**config.mk**
```make
export PLATFORM = sky130hd
export DESIGN_NAME = cascadable_prescaled_timer_bank_core
export DESIGN_NICKNAME = d
export VERILOG_FILES = /design/src/rtl/core/cpt_bank_pkg.sv /design/src/rtl/core/cpt_cell.sv /design/src/rtl/core/cpt_skid.sv /design/src/rtl/core/cascadable_prescaled_timer_bank_core.sv
export SDC_FILE = /design/constraint.sdc
export NUM_CORES = 1
export LEC_CHECK = 0
export BUFFER_PORTS_ARGS = -buffer_cell sky130_fd_sc_hd__buf_2
export CAP_MARGIN = 20
export CORE_UTILIZATION = 25
export DETAILED_ROUTE_END_ITERATION = 10
export GPL_ROUTABILITY_DRIVEN = 0
export PLACE_DENSITY = 0.41
export RECOVER_POWER = 50
export SKIP_CTS_REPAIR_TIMING = 1
export SYNTH_ARGS = -nofsm -noshare
export SYNTH_HDL_FRONTEND = slang
export SYNTH_SLANG_ARGS = --single-unit
```
**constraint.sdc**
```tcl
create_clock -name i_clk -period 5.2 [get_ports i_clk]
set_clock_uncertainty 0.1 [all_clocks]
set_input_delay 0.78 -clock i_clk [delete_from_list [all_inputs] [get_ports i_clk]]
set_output_delay 0.78 -clock i_clk [all_outputs]
set_load 0.05 [all_outputs]
```
**src/rtl/core/cpt_bank_pkg.sv**
```systemverilog
package cpt_bank_pkg;

    localparam int NUM_TIMERS  = 4;
    localparam int COUNT_WIDTH = 16;
    localparam int PRESC_W     = 10;
    localparam int PULSE_W     = 4;
    localparam int DELAY_W     = 2;
    localparam int EXT_W       = 32;

    localparam logic [7:0] CTRL_MASK_FIRST = 8'hC3;
    localparam logic [7:0] CTRL_MASK_REST  = 8'hC7;
    localparam int CTRL_EN_BIT  = 7;
    localparam int CTRL_IRQ_BIT = 6;
    localparam int CTRL_CAS_BIT = 2;
    localparam logic [DELAY_W-1:0] START_DELAY = 2'd2;

    typedef enum logic [1:0] {
        CMD_TICK  = 2'd0,
        CMD_READ  = 2'd1,
        CMD_WRITE = 2'd2,
        CMD_NONE  = 2'd3
    } t_cmd;

    typedef enum logic [1:0] {
        REG_CNT_LO = 2'd0,
        REG_CNT_HI = 2'd1,
        REG_CTRL   = 2'd2,
        REG_UNUSED = 2'd3
    } t_reg;

    typedef enum logic [1:0] {
        DIV_1    = 2'd0,
        DIV_64   = 2'd1,
        DIV_256  = 2'd2,
        DIV_1024 = 2'd3
    } t_div;

    // Broadcast from the top level to every cell.
    typedef struct packed {
        logic               tick;
        logic               wr;
        t_reg               reg_sel;
        logic [7:0]         wdata;
        logic [PRESC_W-1:0] presc;   // prescaler value after this tick
    } t_cell_cmd;

    // Output word, read_data in the low byte.
    typedef struct packed {
        logic [PULSE_W-1:0] overflow_pulse;
        logic [PULSE_W-1:0] irq_pulse;
        logic [7:0]         read_data;
    } t_result;

    function automatic logic presc_hit(t_div sel, logic [PRESC_W-1:0] p);
        logic hit;
        unique case (sel)
            DIV_1:    hit = 1'b1;
            DIV_64:   hit = (p[5:0] == 6'd0);
            DIV_256:  hit = (p[7:0] == 8'd0);
            DIV_1024: hit = (p[9:0] == 10'd0);
            default:  hit = 1'b0;
        endcase
        return hit;
    endfunction

endpackage

```
**src/rtl/core/cpt_cell.sv**
```systemverilog
module cpt_cell
    import cpt_bank_pkg::*;
(
    input  logic      i_clk,
    input  logic      i_rst_n,
    input  t_cell_cmd i_cmd,
    input  logic      i_sel,      // this timer is addressed
    input  logic      i_first,    // timer 0: no cascade
    input  logic      i_carry,    // overflow of the timer below
    output logic      o_carry,
    output logic      o_irq,
    output logic [7:0] o_rd
);

    logic [COUNT_WIDTH-1:0] r_cnt, n_cnt;
    logic [COUNT_WIDTH-1:0] r_reload, n_reload;
    logic [7:0]             r_ctl, n_ctl;
    logic [DELAY_W-1:0]     r_delay, n_delay;

    logic             w_bump;
    logic             w_over;
    logic [EXT_W-1:0] w_cnt_x;
    logic [EXT_W-1:0] w_rl_x;

    assign w_cnt_x = EXT_W'(r_cnt);

    always_comb begin
        w_bump = 1'b0;
        n_delay = r_delay;
        if (i_cmd.tick && r_ctl[CTRL_EN_BIT]) begin
            if (r_delay != '0) begin
                n_delay = r_delay - 1'b1;
            end else if (!i_first && r_ctl[CTRL_CAS_BIT]) begin
                w_bump = i_carry;
            end else begin
                w_bump = presc_hit(t_div'(r_ctl[1:0]), i_cmd.presc);
            end
        end
        w_over = w_bump && (r_cnt == {COUNT_WIDTH{1'b1}});

        n_cnt    = r_cnt;
        n_reload = r_reload;
        n_ctl    = r_ctl;
        w_rl_x   = EXT_W'(r_reload);
        if (w_over) begin
            n_cnt = r_reload;
        end else if (w_bump) begin
            n_cnt = r_cnt + 1'b1;
        end

        if (i_cmd.wr && i_sel) begin
            unique case (i_cmd.reg_sel)
                REG_CNT_LO: begin
                    w_rl_x[7:0] = i_cmd.wdata;
                    n_reload = w_rl_x[COUNT_WIDTH-1:0];
                end
                REG_CNT_HI: begin
                    w_rl_x[15:8] = i_cmd.wdata;
                    n_reload = w_rl_x[COUNT_WIDTH-1:0];
                end
                REG_CTRL: begin
                    // start or prescale change: reload and hold off two ticks
                    if (i_cmd.wdata[CTRL_EN_BIT] &&
                        (!r_ctl[CTRL_EN_BIT] || i_cmd.wdata[1:0] != r_ctl[1:0])) begin
                        n_cnt   = r_reload;
                        n_delay = START_DELAY;
                    end
                    n_ctl = i_cmd.wdata & (i_first ? CTRL_MASK_FIRST : CTRL_MASK_REST);
                end
                REG_UNUSED: ;
                default: ;
            endcase
        end

        unique case (i_cmd.reg_sel)
            REG_CNT_LO: o_rd = w_cnt_x[7:0];
            REG_CNT_HI: o_rd = w_cnt_x[15:8];
            REG_CTRL:   o_rd = r_ctl;
            default:    o_rd = 8'd0;
        endcase
    end

    assign o_carry = w_over;
    assign o_irq   = w_over && r_ctl[CTRL_IRQ_BIT];

    always_ff @(posedge i_clk) begin
        if (!i_rst_n) begin
            r_cnt    <= '0;
            r_reload <= '0;
            r_ctl    <= '0;
            r_delay  <= '0;
        end else begin
            r_cnt    <= n_cnt;
            r_reload <= n_reload;
            r_ctl    <= n_ctl;
            r_delay  <= n_delay;
        end
    end

    a_no_ovf_in_delay: assert property (@(posedge i_clk) disable iff (!i_rst_n)
        (i_cmd.tick && r_delay != '0) |-> !o_carry)
        else $error("timer overflowed while start delay pending");

    a_ovf_reloads: assert property (@(posedge i_clk) disable iff (!i_rst_n)
        o_carry |=> (r_cnt == $past(r_reload)))
        else $error("overflow did not reload counter");

endmodule

```
**src/rtl/core/cpt_skid.sv**
```systemverilog
module cpt_skid
    import cpt_bank_pkg::*;
(
    input  logic    i_clk,
    input  logic    i_rst_n,
    input  logic    i_valid,
    output logic    o_ready,
    input  t_result i_data,
    output logic    o_valid,
    input  logic    i_ready,
    output t_result o_data
);

    logic    r_out_v, n_out_v;
    logic    r_skid_v, n_skid_v;
    t_result r_out, n_out;
    t_result r_skid, n_skid;
    logic    w_acc_in, w_acc_out;

    assign o_ready   = !r_skid_v;
    assign w_acc_in  = i_valid && o_ready;
    assign w_acc_out = r_out_v && i_ready;

    always_comb begin
        n_out_v  = r_out_v;
        n_skid_v = r_skid_v;
        n_out    = r_out;
        n_skid   = r_skid;
        if (w_acc_out) begin
            if (r_skid_v) begin
                n_out    = r_skid;
                n_skid_v = 1'b0;
            end else if (w_acc_in) begin
                n_out = i_data;
            end else begin
                n_out_v = 1'b0;
            end
        end else if (w_acc_in) begin
            if (!r_out_v) begin
                n_out   = i_data;
                n_out_v = 1'b1;
            end else begin
                n_skid   = i_data;
                n_skid_v = 1'b1;
            end
        end
    end

    always_ff @(posedge i_clk) begin
        if (!i_rst_n) begin
            r_out_v  <= 1'b0;
            r_skid_v <= 1'b0;
        end else begin
            r_out_v  <= n_out_v;
            r_skid_v <= n_skid_v;
        end
        r_out  <= n_out;
        r_skid <= n_skid;
    end

    assign o_valid = r_out_v;
    assign o_data  = r_out;

    a_skid_behind_out: assert property (@(posedge i_clk) disable iff (!i_rst_n)
        r_skid_v |-> r_out_v)
        else $error("skid word held with output register empty");

endmodule

```
**src/rtl/core/cascadable_prescaled_timer_bank_core.sv**
```systemverilog
// Bank of NUM_TIMERS up-counters with a free-running 10-bit prescaler and
// a byte-wide register window, one command per input word.
// Slave channel: tuser carries the command (tick, byte read, byte write),
// tdata carries the register offset (timer*4 + {count lo, count hi,
// control, unused}) and the write byte. Every accepted word produces
// exactly one output word: the read byte, and on ticks the per-timer
// interrupt and overflow pulses.
// Throughput: one word per cycle while tready is high. The timers sit in a row of cells; on a
// tick the overflow of each cell feeds the cascade input of the next in
// the same cycle, so the carry ripple through the row bounds the clock.
// Each result is registered, in the skid stage if an older one waits.
// The output side has a register plus a one-word skid stage; the input
// keeps taking words while a result waits, and tready drops only once
// both stages are full.
// Reset (synchronous, active low) clears counters, reload values, control
// bytes, start delays, the prescaler and both output stages.
module cascadable_prescaled_timer_bank_core
    import cpt_bank_pkg::*;
(
    input  logic        i_clk,
    input  logic        i_rst_n,
    input  logic        i_s_tvalid,
    output logic        o_s_tready,
    input  logic [15:0] i_s_tdata,   // [3:0] reg_offset, [11:4] write_data, rest zero
    input  logic [1:0]  i_s_tuser,   // [1:0] cmd
    output logic        o_m_tvalid,
    input  logic        i_m_tready,
    output logic [15:0] o_m_tdata    // [7:0] read_data, [11:8] irq_pulse, [15:12] overflow_pulse
);

    logic               w_acc;
    t_cmd               w_cmd;
    logic [3:0]         w_off;
    logic [1:0]         w_tsel;
    logic [PRESC_W-1:0] r_presc, n_presc;
    t_cell_cmd          w_ccmd;
    logic [NUM_TIMERS:0]   w_carry;
    logic [NUM_TIMERS-1:0] w_irq_c;
    logic [7:0]         w_rd_c [NUM_TIMERS];
    logic [7:0]         w_rd;
    logic [PULSE_W-1:0] w_ovf, w_irq;
    t_result            w_res, w_out;

    assign w_acc  = i_s_tvalid && o_s_tready;
    assign w_cmd  = t_cmd'(i_s_tuser);
    assign w_off  = i_s_tdata[3:0];
    assign w_tsel = w_off[3:2];

    assign n_presc = (w_acc && w_cmd == CMD_TICK) ? r_presc + 1'b1 : r_presc;

    always_ff @(posedge i_clk) begin
        if (!i_rst_n) begin
            r_presc <= '0;
        end else begin
            r_presc <= n_presc;
        end
    end

    assign w_ccmd.tick    = w_acc && (w_cmd == CMD_TICK);
    assign w_ccmd.wr      = w_acc && (w_cmd == CMD_WRITE);
    assign w_ccmd.reg_sel = t_reg'(w_off[1:0]);
    assign w_ccmd.wdata   = i_s_tdata[11:4];
    assign w_ccmd.presc   = n_presc;
    assign w_carry[0]     = 1'b0;

    for (genvar g = 0; g < NUM_TIMERS; g++) begin : g_cell
        cpt_cell u_cell (
            .i_clk   (i_clk),
            .i_rst_n (i_rst_n),
            .i_cmd   (w_ccmd),
            .i_sel   (32'(w_tsel) == g),
            .i_first (g == 0),
            .i_carry (w_carry[g]),
            .o_carry (w_carry[g+1]),
            .o_irq   (w_irq_c[g]),
            .o_rd    (w_rd_c[g])
        );
    end

    always_comb begin
        w_rd = 8'd0;
        for (int i = 0; i < NUM_TIMERS; i++) begin
            if (32'(w_tsel) == i) begin
                w_rd = w_rd | w_rd_c[i];
            end
        end
    end

    for (genvar b = 0; b < PULSE_W; b++) begin : g_pulse
        if (b < NUM_TIMERS) begin : g_on
            assign w_ovf[b] = w_carry[b+1];
            assign w_irq[b] = w_irq_c[b];
        end else begin : g_off
            assign w_ovf[b] = 1'b0;
            assign w_irq[b] = 1'b0;
        end
    end

    assign w_res.read_data      = (w_cmd == CMD_READ) ? w_rd : 8'd0;
    assign w_res.irq_pulse      = w_irq;
    assign w_res.overflow_pulse = w_ovf;

    cpt_skid u_skid (
        .i_clk   (i_clk),
        .i_rst_n (i_rst_n),
        .i_valid (i_s_tvalid),
        .o_ready (o_s_tready),
        .i_data  (w_res),
        .o_valid (o_m_tvalid),
        .i_ready (i_m_tready),
        .o_data  (w_out)
    );

    assign o_m_tdata = w_out;

    a_irq_within_ovf: assert property (@(posedge i_clk) disable iff (!i_rst_n)
        w_acc |-> ((w_res.irq_pulse & ~w_res.overflow_pulse) == '0))
        else $error("irq pulse without overflow");

    a_pulse_only_tick: assert property (@(posedge i_clk) disable iff (!i_rst_n)
        (w_acc && w_cmd != CMD_TICK) |-> (w_ovf == '0))
        else $error("overflow on a non-tick word");

    a_read_only_read: assert property (@(posedge i_clk) disable iff (!i_rst_n)
        (w_acc && w_cmd != CMD_READ) |-> (w_res.read_data == 8'd0))
        else $error("read data on a non-read word");

endmodule

```
==> results.py, run 1 <==
metrics = {
    "power_and_ir_drop": {
        "p_comb_share_pct": 6.4,
        "max-vdd-ir-drop_mv": 0.212,
        "p_leak_uw": 0.00395,
        "pwr-share-clk_pct": 42.6,
        "intPower_uw": 2290,
        "p_sw_uw": 820,
        "p_sw_share_pct": 26.3,
        "seq_power_share_pct": 51.1,
        "power_density_nw_per_um2": 273,
    },
    "place": {
        "dpl.hpwl_mm": 21.5,
        "dpl_worst_slack_ns": 0.540,
        "io_buffers": 35,
        "dp.cells": 1663,
    },
    "critical_path": {
        "ff2ff_setup_slack_ns": 1.01,
        "reg2reg_from": "u_skid.r_skid_v",
        "timing.rr.end": "g_cell[3].u_cell.r_cnt[12]",
        "arrival_ns": 4.57,
        "end_kind": "flip-flop",
        "criticalPathCategory": "in -> reg",
        "crit_path_start_kind": "input pin",
        "ff2ff_path_depth": 11,
        "crit_fanout": 98,
        "required_ns": 5.43,
    },
    "timing": {
        "drv_slew": 127,
        "clock.fmax_ghz": 0.230,
        "fin_ws_ns": 0.859,
        "setup_viol": 0,
        "tightest_slew_ns": 2.28,
        "fin_crit_ns": 4.34,
        "slew_headroom_pct": -52.0,
        "hold_viol": 0,
        "setup_tns_ns": 0,
        "fin_crit_sh_pct": 83.5,
        "rsz0062_at_grt": "no",
    },
    "logic_synthesis": {
        "seq_area_frac_synth_pct": 42.5,
        "synthesis.area_um2": 10100,
        "synthCells": 1154,
        "synthFlopType": "dfxtp_1",
        "syn_nets": 1181,
        "synth_commonest_cells": "167 x dfxtp_1, 139 x nand2_1, 111 x nor2_1",
        "synth-edff-count": 32,
        "netlist.area_leader.share_pct": 33.0,
        "ys_ff_latch": 199,
        "yosysTopAreaCell": "dfxtp_1",
        "synth_cell_types": 69,
        "ys_warn_count": 0,
        "async_reset_ff_share_pct": 0,
        "yosys-top-cells-area": "dfxtp_1 33%, edfxtp_1 9.5%, mux2i_1 6.7%, nand2_1 5.2%, a21oi_1 4.6%",
        "syn_avg_cell_area_um2": 8.77,
        "synth_most_common_cell": "dfxtp_1",
    },
    "final_layout": {
        "fin_util_pct": 28.7,
        "nets": 1185,
        "nFillCells": 4284,
        "fin_cells": 1696,
        "syn_to_final_growth_pct": 12.8,
        "drive_above_1_share_pct": 10.3,
        "diodes": 0,
    },
    "flow_run": {
        "cap_viol_max_count": 2,
    },
    "global_routing": {
        "grt_start_max_net_pins": 99,
        "overflow": 0,
        "antenna_found_initial": 1,
        "grt_pass1_wl_mm": 48.3,
        "grtUsageTotal_pct": 15.4,
        "grt_pass1_vias": 7947,
    },
    "die": {
        "core-area_um2": 39800,
        "die-height_um": 203,
        "start_util_pct": 25.4,
        "rows": 73,
        "die_w_um": 203,
        "io_pins": 40,
        "dieArea_um2": 41300,
    },
    "clock_network": {
        "numCtsBuffers": 17,
        "cts_sinks": 199,
        "worstSkewPairLatency_ns": 0.46,
        "clk_pin_slew_ns": 0.08,
        "cts_tree": "done",
        "root_buffer": "clkbuf_16",
        "clk_path_buf_depth": 2,
        "cts_max_level": 4,
    },
    "detailed_routing": {
        "drt_iter0_drc": 573,
        "drt-vias-per-instance": 4.85,
        "via_count": 8221,
        "drc": 0,
        "final_antenna_net_count": 0,
        "dr.pass1.iters": 5,
        "drt-total-wl_mm": 31.0,
        "wl_per_cell_um": 18.3,
    },
    "worst_hold_path": {
        "holdCritPathClass": "reg -> reg",
        "min_from": "g_cell[2].u_cell.r_reload[2]",
        "worstHoldEndpoint": "g_cell[2].u_cell.r_reload[2]",
        "hold_depth": 2,
    },
    "outcome": {
        "violations": "capacitance limit, slew limit",
        "status": "finished with violations",
    },
}
## stage by stage
step                power (uW)  hold slack [ns]  cell area [um^2]
finish                    3110            0.358             11400
global route              3240            0.381             11400
CTS                       3160            0.361             11500
detailed placement        1830            0.349             10900
global placement          1830            0.344             10900
floorplan                 1760            0.333             10100
## final cells by class
class	instances	area [um^2]	area share, %
flip-flops and latches	199	4300	37.7
multi-input cells	863	5480	48.0
clock buffers	17	425	3.72
inverters	16	62.6	0.548
clock inverters	15	141	1.24
repair buffers	61	349	3.06
well taps	525	657	5.75
## flip-flops by register name (all words and copies together) (netlist names)
name	cells
u_skid.r_skid	16
g_cell.u_cell.r_cnt	64
g_cell.u_cell.r_delay	8
r_presc	10
g_cell.u_cell.r_reload	64
g_cell.u_cell.r_ctl	19
u_skid.r_skid_v	1
u_skid.o_data	16
u_skid.o_valid	1
## power by group through the flow
stage	combinational (uW)	clock, uW	sequential [uW]
final	198	1320	1590
after global routing	211	1430	1590
after CTS	206	1360	1590
after detailed placement	206	0	1630
after global placement	206	0	1630
after floorplan	98.3	0	1660
## how the worst max path moves through the flow
stage | from | endpoint | slack, ns | cells past startpoint
after floorplan | i_s_tuser[0] | g_cell[3].u_cell.r_cnt[14] | 1.25 | 11
after global placement | i_s_tuser[0] | g_cell[2].u_cell.r_cnt[14] | 0.55 | 11
after detailed placement | i_s_tuser[0] | g_cell[3].u_cell.r_cnt[14] | 0.54 | 12
after CTS | i_s_tuser[0] | g_cell[3].u_cell.r_cnt[14] | 1.01 | 12
after global routing | i_rst_n | g_cell[0].u_cell.r_cnt[3] | 0.56 | 4
final | i_rst_n | g_cell[1].u_cell.r_delay[0] | 0.86 | 4
## placed cells by master, fill, tap and decap left out, types with 11 or more instances in the layout
cell type	n
dfxtp_1	167
nand2_1	139
nor2_1	110
a21oi_1	92
nand3_1	81
mux2i_1	68
o21ai_0	47
xnor2_1	36
edfxtp_1	32
a211oi_1	29
xor2_1	29
and3_1	25
buf_4	22
clkbuf_1	21
nor3_1	17
clkbuf_16	17
nand4_1	16
and2_1	15
inv_1	15
buf_2	15
mux2_2	11
## cell families after synthesis
| kind of cell | count (synthesis) | share of synthesized area [%] |
|---|---|---|
| xor gates and xnor gates | 65 | 5.62 |
| muxes | 90 | 10.3 |
| adders and majority gates | 5 | 0.618 |
| buffers and inverters | 92 | 3.63 |
| and+or+nand+nor | 465 | 22.5 |
| AOI/OAI and AO/OA | 238 | 14.9 |
| DFF | 199 | 42.5 |
## metal layers
| metal | share of wire [%] | track usage [%] | vias up |
|---|---|---|---|
| met3 | 3.1 | 2.51 | 33 |
| met4 | 2.1 | 5.26 | 2 |
| li1 | - | - | 4147 |
| met5 | 0.032 | 0 | - |
| met2 | 45 | 24.0 | 129 |
| met1 | 50 | 21.5 | 3910 |
## critical path, stage by stage
cell and delay, ns:
clkbuf_1 1.23, inv_4 0.58, clkbuf_2 1.23, a211oi_1 0.58
(Power assumes the default switching activity.)
==> inputs of run 2 (changes only) <==
ABC_AREA = 1   (was not set)
PLACE_DENSITY = 0.42   (was 0.41)
clock period = 3.82 ns   (was 5.2 ns; I/O delays follow)
==> results.py, run 2 <==
metrics = {
    "outcome": {
        "status": "finished with violations",
        "violations": "capacitance limit, slew limit",
    },
    "logic_synthesis": {
        "yosysTopAreaCell": "dfxtp_1",
        "yosys-top-cells-area": "dfxtp_1 31%, nand2_1 9.3%, edfxtp_1 9.0%, o21ai_0 6.9%, a21oi_1 6.9%",
        "synthesis.area_um2": 10600,
        "synthFlopType": "dfxtp_1",
        "synth_commonest_cells": "264 x nand2_1, 192 x inv_1, 167 x dfxtp_1",
        "synth_most_common_cell": "nand2_1",
        "ys_warn_count": 0,
        "seq_area_frac_synth_pct": 40.4,
        "synth_cell_types": 54,
        "syn_avg_cell_area_um2": 7.24,
        "syn_nets": 1497,
        "ys_ff_latch": 199,
        "netlist.area_leader.share_pct": 31.4,
        "synthCells": 1470,
        "async_reset_ff_share_pct": 0,
        "synth-edff-count": 32,
    },
    "die": {
        "core-area_um2": 41900,
        "io_pins": 40,
        "rows": 75,
        "start_util_pct": 25.4,
        "die_w_um": 208,
        "dieArea_um2": 43400,
        "die-height_um": 208,
    },
    "global_routing": {
        "grt_pass1_vias": 9491,
        "grt_pass1_wl_mm": 56.5,
        "antenna_found_initial": 0,
        "grtUsageTotal_pct": 16.9,
        "overflow": 0,
        "grt_start_max_net_pins": 65,
    },
    "final_layout": {
        "syn_to_final_growth_pct": 15.0,
        "mostFrequentLayoutCell": "nand2_1",
        "final_area_um2": 12200,
        "drive_above_1_share_pct": 9.69,
        "layout_common_cells": "265 x nand2_1, 194 x inv_1, 167 x dfxtp_1, 147 x o21ai_0, 145 x a21oi_1",
        "nets": 1551,
        "largestRegisters": "g_cell.u_cell.r_cnt x64, g_cell.u_cell.r_reload x64, g_cell.u_cell.r_ctl x19",
    },
    "detailed_routing": {
        "via_count": 9886,
        "drc": 0,
        "wl_per_cell_um": 17.4,
        "drt-total-wl_mm": 36.1,
        "dr.pass1.iters": 6,
        "drt-vias-per-instance": 4.76,
        "final_antenna_net_count": 0,
        "drt_iter0_drc": 661,
    },
    "critical_path": {
        "cp_common_cell": "nand2_1",
        "crit_slowest_cell": "dfxtp_1",
        "path_cells": "ha_1, nand3_1, inv_1, nand3_2, nand2_2, nand3_1, nor2_1, buf_4, nand2_1, nand2_1, nand2_1, a21oi_2, nand4_4, nand2_4, nand4_4, nand2_8, nand2_4, inv_4, nand4_2, buf_4, a21oi_1",
        "worst-path-buf-inv": 4,
        "arrival_ns": 3.62,
        "required_ns": 4.03,
        "criticalPathCategory": "reg -> reg",
        "ff2ff_setup_slack_ns": 0.41,
        "crit_fanout": 7,
        "max_stage_delay_ns": 0.38,
        "end_kind": "flip-flop",
        "crit_family": "simple AND/OR/NAND/NOR gates",
        "crit_path_start_kind": "flip-flop",
    },
    "clock_network": {
        "clk_path_buf_depth": 2,
        "clk_pin_slew_ns": 0.07,
        "cts_tree": "done",
        "root_buffer": "clkbuf_16",
        "worstSkewPairLatency_ns": 0.46,
        "cts_sinks": 199,
        "numCtsBuffers": 17,
        "cts_max_level": 4,
    },
    "power_and_ir_drop": {
        "max-vdd-ir-drop_mv": 0.276,
        "p_total_uw": 4350,
        "p_leak_uw": 0.00453,
        "power_density_nw_per_um2": 356,
    },
    "place": {
        "place_area_um2": 11700,
        "dpl.hpwl_mm": 26.4,
        "dpl_worst_slack_ns": 0.0722,
        "io_buffers": 35,
    },
    "timing": {
        "setup_viol": 0,
        "fin_ws_ns": 0.408,
        "fin_crit_sh_pct": 89.3,
        "hold_viol": 0,
        "tightest_slew_ns": 1.83,
        "slew_headroom_pct": -22.4,
        "whs_ns": 0.357,
        "rsz0062_at_grt": "no",
        "drv_slew": 42,
        "clock.fmax_ghz": 0.293,
        "setup_tns_ns": 0,
        "fin_crit_ns": 3.41,
    },
    "worst_hold_path": {
        "holdCritPathClass": "in -> reg",
    },
    "flow_run": {
        "cap_viol_max_count": 1,
    },
}
## run 2: changes by cell type after synthesis, sizes merged, moves of 15 or more
cell	delta
a21oi	+53
a221oi	+16
and2	-15
and3	-24
clkbuf	-19
inv	+187
mux2i	-68
nand2	+138
nor2	+35
o21ai	+95
o221ai	+15
o22ai	+19
xnor2	-35
## run 2: layout make-up
cell class,instances,area [um^2]
flip-flops and latches,199,4300
clock buffers,18,429
multi-input cells,1010,5320
well taps,539,674
diodes,1,2.50
inverters,207,781
clock inverters,14,171
repair buffers,89,554
fillers,4526,29700
## run 2: where the power goes
part / internal (uW) / switching [uW] / total, uW
Clock: 987 / 925 / 1910
Combinational: 59.0 / 219 / 278
Sequential: 2150 / 13.6 / 2160
## run 2: layer usage
| layer | wire length (um) | vias to the layer above | share of wire (%) | global-route usage, % |
|---|---|---|---|---|
| li1 | - | 5050 | - | - |
| met3 | 1360 | 34 | 3.8 | 2.42 |
| met2 | 16000 | 195 | 44 | 26.7 |
| met4 | 686 | 0 | 1.9 | 5.44 |
| met5 | 0 | - | 0 | 0 |
| met1 | 18100 | 4607 | 50 | 23.7 |
## run 2: kinds of logic after synthesis
kind of cell	count (synthesis)	share of synthesized area [%]
multiplexers	9	0.952
AO/OA/AOI/OAI	393	21.0
XOR/XNOR	35	2.88
flip-flops	199	40.4
AND/OR/NAND/NOR	568	24.6
buffers and inverters	261	9.51
adder cells (fa/ha/maj)	5	0.588
## run 2: final timing paths
path                                startpoint                      endpoint  depth (start not counted)
setup reg to reg                    r_presc[1]             u_skid.o_data[15]                         21
hold / removal                      i_s_tvalid               u_skid.r_skid_v                          3
hold reg to reg   g_cell[2].u_cell.r_reload[7]  g_cell[2].u_cell.r_reload[7]                          2
setup / recovery                    r_presc[1]             u_skid.o_data[15]                         21
## run 2: metrics by stage
step | instances | utilization, %
global placement | 2044 | 27.9
finish | 2077 | 29.2
floorplan | 1470 | -
CTS | 2076 | 29.3
detailed placement | 2044 | 27.9
global route | 2076 | 29.2
## run 2: worst min-delay path, stage by stage
cell	delay (ns)
buf_2	0.11
a21oi_1	0.06
nor3_1	0.12
==> inputs of run 3 (changes only) <==
--- a/constraint.sdc
+++ b/constraint.sdc
@@ -3,3 +3,3 @@
 set_input_delay 0.573 -clock i_clk [delete_from_list [all_inputs] [get_ports i_clk]]
 set_output_delay 0.573 -clock i_clk [all_outputs]
-set_load 0.05 [all_outputs]
+set_load 0.005 [all_outputs]
==> results.py, run 3 (synthesized netlist as in run 2, its figures left out) <==
metrics = {
    "detailed_routing": {
        "final_antenna_net_count": 0,
        "via_count": 9882,
        "drt-total-wl_mm": 36.1,
        "drc": 0,
        "drt_iter0_drc": 660,
        "wl_per_cell_um": 17.4,
        "dr.pass1.iters": 5,
        "drt-vias-per-instance": 4.76,
    },
    "critical_path": {
        "criticalPathCategory": "reg -> reg",
        "crit_path_start_kind": "flip-flop",
        "reg2reg_from": "r_presc[1]",
        "critPathLaunch": "r_presc[1]",
        "required_ns": 4.03,
        "end_kind": "flip-flop",
        "arrival_ns": 3.62,
        "crit_fanout": 7,
    },
    "timing": {
        "rsz0062_at_grt": "no",
        "clock.fmax_ghz": 0.293,
        "drv_slew": 42,
        "tightest_slew_ns": 1.83,
        "setup_tns_ns": 0,
        "fin_crit_sh_pct": 89.3,
        "slew_headroom_pct": -21.9,
        "hold_viol": 0,
        "fin_crit_ns": 3.41,
        "setup_viol": 0,
        "whs_ns": 0.357,
    },
    "final_layout": {
        "largestRegisters": "g_cell.u_cell.r_cnt x64, g_cell.u_cell.r_reload x64, g_cell.u_cell.r_ctl x19",
        "syn_to_final_growth_pct": 15.1,
        "nets": 1551,
        "layout_common_cells": "265 x nand2_1, 194 x inv_1, 167 x dfxtp_1, 147 x o21ai_0, 145 x a21oi_1",
        "mostFrequentLayoutCell": "nand2_1",
        "drive_above_1_share_pct": 10.4,
    },
    "die": {
        "rows": 75,
        "die_w_um": 208,
        "die-height_um": 208,
        "io_pins": 40,
        "start_util_pct": 25.4,
        "core-area_um2": 41900,
        "dieArea_um2": 43400,
    },
    "clock_network": {
        "clk_path_buf_depth": 2,
        "cts_sinks": 199,
        "cts_tree": "done",
        "root_buffer": "clkbuf_16",
        "cts_max_level": 4,
        "clk_pin_slew_ns": 0.07,
        "worstSkewPairLatency_ns": 0.46,
        "numCtsBuffers": 17,
    },
    "worst_hold_path": {
        "holdCritPathClass": "in -> reg",
        "min_from": "i_s_tvalid",
    },
    "global_routing": {
        "grtUsageTotal_pct": 16.9,
        "antenna_found_initial": 0,
        "overflow": 0,
        "grt_start_max_net_pins": 65,
        "grt_pass1_wl_mm": 56.5,
        "grt_pass1_vias": 9491,
    },
    "power_and_ir_drop": {
        "max-vdd-ir-drop_mv": 0.276,
        "p_leak_uw": 0.00456,
        "power_density_nw_per_um2": 352,
    },
    "outcome": {
        "status": "finished with violations",
        "violations": "capacitance limit, slew limit",
    },
    "place": {
        "dpl.hpwl_mm": 26.4,
        "io_buffers": 35,
    },
    "flow_run": {
        "cap_viol_max_count": 1,
    },
}
-- run 3: cell types whose count changed in the layout (fill, tap and decap cells not counted), sizes merged --
| cell | previous run | this run |
|---|---|---|
| clkbuf | 45 | 34 |
| buf | 62 | 73 |
-- run 3: worst paths after layout --
path / slack (ns) / cells past startpoint / end
worst max-delay path: 0.41 / 21 / u_skid.o_data[15]
worst min-delay path: 0.36 / 3 / u_skid.r_skid_v
worst max register to register: 0.41 / 21 / u_skid.o_data[15]
worst min register to register: 0.36 / 2 / g_cell[2].u_cell.r_reload[7]
-- run 3: layer usage --
metal  track usage [%]  share of wire, %  up-vias
met4              5.44               1.9        0
li1                  -                 -     5050
met3              2.42               3.8       34
met1              23.7                50     4604
met2              26.7                44      194
met5                 0                 0        -
-- run 3: power breakdown --
part	switching [uW]	internal (uW)	leakage [uW]
Combinational	177	60.9	0.00264
Clock	926	987	0.000289
Sequential	13.4	2150	0.00164
-- run 3: area by class of cell --
class	instances	area, um^2
clock buffers	18	429
repair buffers	89	568
clock inverters	14	171
fillers	4519	29700
flip-flops and latches	199	4300
diodes	1	2.50
multi-input cells	1010	5320
well taps	539	674
inverters	207	781
-- run 3: per-stage QoR --
stage                     instances  total power (uW)  worst slack [ns]  utilization, %  area [um^2]
after floorplan                1470              2340             0.697               -        10600
after global placement         2044              2460            0.0684            27.9        11700
after detailed placement       2044              2460            0.0722            27.9        11700
after CTS                      2076              4380             0.272            29.3        12300
after global routing           2076              4460            0.0447            29.2        12300
final                          2077              4320             0.408            29.2        12300
-- run 3: critical path, stage by stage, from the launching register on --
cell and delay (ns):
dfxtp_1 0.38, ha_1 0.21, nand3_1 0.17, inv_1 0.17, nand3_2 0.09, nand2_2 0.10
nand3_1 0.08, nor2_1 0.15, buf_4 0.16, nand2_1 0.05, nand2_1 0.06, nand2_1 0.06
a21oi_2 0.20, nand4_4 0.16, nand2_4 0.14, nand4_4 0.14, nand2_8 0.14, nand2_4 0.06
inv_4 0.10, nand4_2 0.18, buf_4 0.25, a21oi_1 0.12
